`config.mk`:
```
export PLATFORM = sky130hd
export DESIGN_NAME = bpa_ram
export DESIGN_NICKNAME = d
export VERILOG_FILES = /design/src/hw/rtl/bpa_ram.sv
export SDC_FILE = /design/constraint.sdc
export NUM_CORES = 2
export LEC_CHECK = 0
export BUFFER_PORTS_ARGS = -buffer_cell sky130_fd_sc_hd__buf_2
export CAP_MARGIN = 20
export CORE_MARGIN = 1.5
export CORE_UTILIZATION = 45
export CTS_CLUSTER_DIAMETER = 40
export DETAILED_ROUTE_END_ITERATION = 10
export SYNTH_ARGS = -nofsm -noshare
export SYNTH_HDL_FRONTEND = slang
export SYNTH_SLANG_ARGS = --single-unit
```
`constraint.sdc`:
```
create_clock -name clock -period 5.7 [get_ports clock]
set_clock_uncertainty 0.05 [all_clocks]
set_input_delay 0.285 -clock clock [delete_from_list [all_inputs] [get_ports clock]]
set_output_delay 0.285 -clock clock [all_outputs]
set_load 0.02 [all_outputs]
```
`src/hw/rtl/bpa_ram.sv`:
```
module bpa_ram #(
   parameter int WIDTH = 8,
   parameter int DEPTH = 256
) (
   input  logic                     clock,
   input  logic                     wr_en,
   input  logic [$clog2(DEPTH)-1:0] wr_addr,
   input  logic [WIDTH-1:0]         wr_data,
   input  logic                     rd_en,
   input  logic [$clog2(DEPTH)-1:0] rd_addr,
   output logic [WIDTH-1:0]         rd_data
);

   logic [WIDTH-1:0] mem [DEPTH];
   logic [WIDTH-1:0] rd_data_ff;

   always_ff @(posedge clock) begin
      if (wr_en) begin
         mem[wr_addr] <= wr_data;
      end
      if (rd_en) begin
         rd_data_ff <= mem[rd_addr];
      end
   end

   assign rd_data = rd_data_ff;

endmodule

```
Word-level counts from Yosys, hierarchy flattened
Memory sizes are Yosys's and may differ from the RTL's. A register that Yosys moved wholly into a read port is not among the register bits.
Index checks and enable logic that the tools add are counted.
{ "totals": {"regBits": 0, "mem_bits_rw": 2048, "output_inout_bits": 8, "word_cells": 3, "mem_count": 1} }
{ "mem_list": {"columns": ["memory", "words", "word_bits", "rd", "rd_clocked_by_memory_dff", "wr", "line_no", "rtl"], "rows": [
  ["mem", 256, 8, 1, 1, 1, "14", "logic [WIDTH-1:0] mem [DEPTH];"]
]} }
{ "classes": {"muxes": 2} }
{ "op_table": {"columns": ["cell", "n"], "rows": [
  ["$mux 1", 2]
]} }

Logic depth before layout (Yosys ltp)
{ "depth": {"depth_word": 2, "mapped_depth": 11, "ltp_nobuf": 6} }

Worst setup path before layout
No wires, ideal clock.
{ "synth_timing": {"path_kind": "input to register", "from": "input rd_addr[0]", "to": "register rd_data_ff[2], in the netlist rd_data[2] (read register of mem) (data pin)", "arrival_time_ps": 2092, "required_time_ps": 5381, "path_slack_ps": 3289, "cell_stages": 9, "n_path_buf": 4, "cell_sequence": "buf_6 buf_12 buf_8 buf_2 mux4_2 a22oi_1 a21oi_1 nor4_1 nor4_2"} }
{ "synth_rtl": {"columns": ["element", "line_no", "rtl"], "rows": [
  ["start: declaration", "10", "input logic [$clog2(DEPTH)-1:0] rd_addr,"],
  ["end: declaration", "15", "logic [WIDTH-1:0] rd_data_ff;"]
]} }

==> results.py <==
metrics = {
    "pwr": {
        "ir_drop_mv": 0.339,
        "p_leak_uw": 0.0285,
        "finalPower_uw": 35600,
        "p_per_area_mw_per_mm2": 388,
    },
    "setup_path": {
        "timing.rr.end": "rd_data[5]$_DFFE_PP_",
        "endpoint_kind": "flip-flop",
        "r2r_cells": 6,
        "arrival_ns": 4.07,
        "cp_max_fo": 57,
        "cp-start-kind": "primary input",
        "worst-setup-path-type": "in -> reg",
        "cp.required_ns": 6.23,
        "rr_startpoint": "mem[211][5]$_DFFE_PP_",
        "r2r_slack_ns": 2.44,
    },
    "grt": {
        "gr-usage-all-layers_pct": 22.6,
        "grt_pass1_vias": 39400,
        "grt-ovfl-total": 0,
        "grt_pass1_wl_mm": 290,
        "antenna_found_initial": 11,
        "grt_max_degree": 201,
    },
    "final_layout": {
        "design_area_mm2": 0.0918,
        "drive_gt1_share_pct": 25.2,
        "syn2layout_area_growth_pct": 15.2,
        "regArea_mm2": 0.0617,
        "multi_input_area_mm2": 0.0165,
        "fillerInstances": 13600,
        "nNetsFinal": 3958,
    },
    "sta": {
        "final-setup-viol-count": 0,
        "relSlewSlack_pct": 16.5,
        "worst_slew_pin_slew_ns": 1.25,
        "fin_hold_ws_ns": 0.0240,
        "min_period_over_period_pct": 62.0,
        "fmax_mhz": 283,
        "rsz0062_at_grt": "no",
        "fin_crit_ns": 3.54,
        "maxSlewViolCount": 0,
        "finalHoldViolCount": 0,
        "fin_tns_setup_ns": 0,
    },
    "yosys": {
        "post-synth-top-area-fraction_pct": 77.5,
        "synth_cells": 3733,
        "syn_avg_cell_area_um2": 21.3,
        "synth_edf_count": 2056,
        "synth_commonest_cells": "edfxtp_1 (2056), mux4_2 (454), nor2_1 (282)",
        "synth_seq_area_share_pct": 77.5,
        "ys_seq_elements": 2056,
        "syn_area_mm2": 0.0796,
        "ys_warn_count": 0,
        "synth_nets": 3760,
        "ys.flop_type": "edfxtp_1",
        "netlist-cell-type-count": 54,
        "async_flop_share_pct": 0,
        "synth.most_common_cell": "edfxtp_1",
        "synth_top_area_cell": "edfxtp_1",
        "ys_top_cells_by_area": "edfxtp_1 (78%), mux4_2 (13%), mux2i_1 (1.7%), nor2_1 (1.3%), a22oi_1 (1.3%)",
    },
    "clock_tree": {
        "cts_resized": 0,
        "htreeDepth": 5,
        "path_clk_slew_ns": 0.06,
        "root_buffer": "clkbuf_16",
        "clock-sinks": 2056,
        "numCtsBuffers": 287,
        "cts_buffer_depth": 4,
        "clk_latency_ns": 0.94,
        "cts_tree": "built",
    },
    "min_path": {
        "hold_depth": 1,
        "hold_end": "mem[130][3]$_DFFE_PP_",
        "min-delay-start": "wr_data[3]",
        "hold_path.class": "in -> reg",
    },
    "drt": {
        "detail_route.first_pass.iterations": 7,
        "ant_nets": 0,
        "drt-total-wl_mm": 202,
        "vias": 39300,
        "route.detailed.wl_per_inst_um": 31.2,
        "viasPerCell": 6.08,
        "drc": 0,
        "drtIter0Drc": 4576,
    },
    "placement": {
        "io_buffers": 34,
        "routabilityCongestion": 0.814,
        "place_area_mm2": 0.0824,
        "dpl.hpwl_mm": 120,
    },
    "run": {
        "maxCapViolations": 0,
    },
    "floorplanning": {
        "num_rows": 154,
        "die_x_um": 424,
        "coreArea_mm2": 0.176,
        "start_util_pct": 45.3,
        "ios": 35,
        "die-area_mm2": 0.180,
        "die_h_um": 424,
    },
    "status": {
        "status": "completed",
    },
}
## cells in the final DEF, fill, tap and decap left out, drive strengths merged, types with 4 or more instances in the layout
cell type / instances
a22o: 8
o22a: 5
a2111oi: 5
nor2b: 31
nand2: 33
o211ai: 10
mux4: 456
nand4: 10
clkbuf: 319
nor3: 22
a22oi: 133
and2: 6
o32ai: 5
o22ai: 28
clkinvlp: 22
buf: 134
nand2b: 8
a221oi: 14
edfxtp: 2056
dlygate4sd3: 7
bufinv: 30
a21oi: 96
nor4: 27
inv: 35
mux2i: 134
nor2: 282
o221ai: 47
a211oi: 16
o21ai: 12
nand3: 34
clkinv: 86
or2: 4
## stage by stage
stage          std cells  util (%)  setup slack [ns]
2_1_floorplan       3733         -              3.29
3_3_place_gp        5969      46.8              1.09
3_5_place_dp        5975      46.8              1.27
4_1_cts             6471      52.2              2.21
5_1_grt             6471      52.2              2.09
6_report            6473      52.2              2.16
## repair_timing
action,4_1_cts,5_1_grt
hold buffers,7,0
buffers inserted,0,0
endpoints found under the hold margin,579,0
## cells by family after synthesis
group | synth area share (%)
and+or+nand+nor | 2.63
DFF | 77.5
muxes | 14.6
buffers and inverters | 1.83
AOI/OAI and AO/OA | 3.42
## report_power, final
| group | internal [µW] | switching (µW) |
|---|---|---|
| Combinational | 499 | 999 |
| Clock | 10800 | 6560 |
| Sequential | 16700 | 21.4 |
## layout make-up
class                      count  share of cell area [%]
antenna                        2                 0.00545
clock buffer                 318                    8.09
clock inverter               171                    2.02
inverter                       2                 0.00818
multi-input combinational   1442                    18.0
sequential                  2056                    67.3
tap                         2340                    3.19
timing repair buffer         142                    1.42
## registers in the layout (all words and copies together) (netlist names)
register / flops
rd_data: 8
mem: 2048
## worst max-delay path by stage
stage	from	to	slack (ns)	cells after the start
3_5_place_dp	rd_addr[0]	rd_data[5]$_DFFE_PP_	1.27	8
3_3_place_gp	rd_addr[0]	rd_data[4]$_DFFE_PP_	1.09	9
6_report	rd_addr[0]	rd_data[5]$_DFFE_PP_	2.16	8
4_1_cts	rd_addr[0]	rd_data[5]$_DFFE_PP_	2.21	8
5_1_grt	rd_addr[0]	rd_data[5]$_DFFE_PP_	2.09	8
2_1_floorplan	rd_addr[0]	rd_data[2]$_DFFE_PP_	3.29	9
## critical path, cell delays in order
cell and delay, ns:
buf_8 0.59, buf_12 0.36, buf_4 0.32, mux4_2 0.55, a221oi_1 0.56, o32ai_1 0.26
nor3_1 0.87, nor4_1 0.14
## metal layers
metal  wire (µm)  track usage [%]  vias to the layer above
met1       84000             32.9                    21100
met5          13                0                        -
met4        4680             5.96                        2
met2       96800             35.2                     1745
li1            -                -                    16200
met3       16600             4.11                      298
Power figures use the tool's default switching activity.
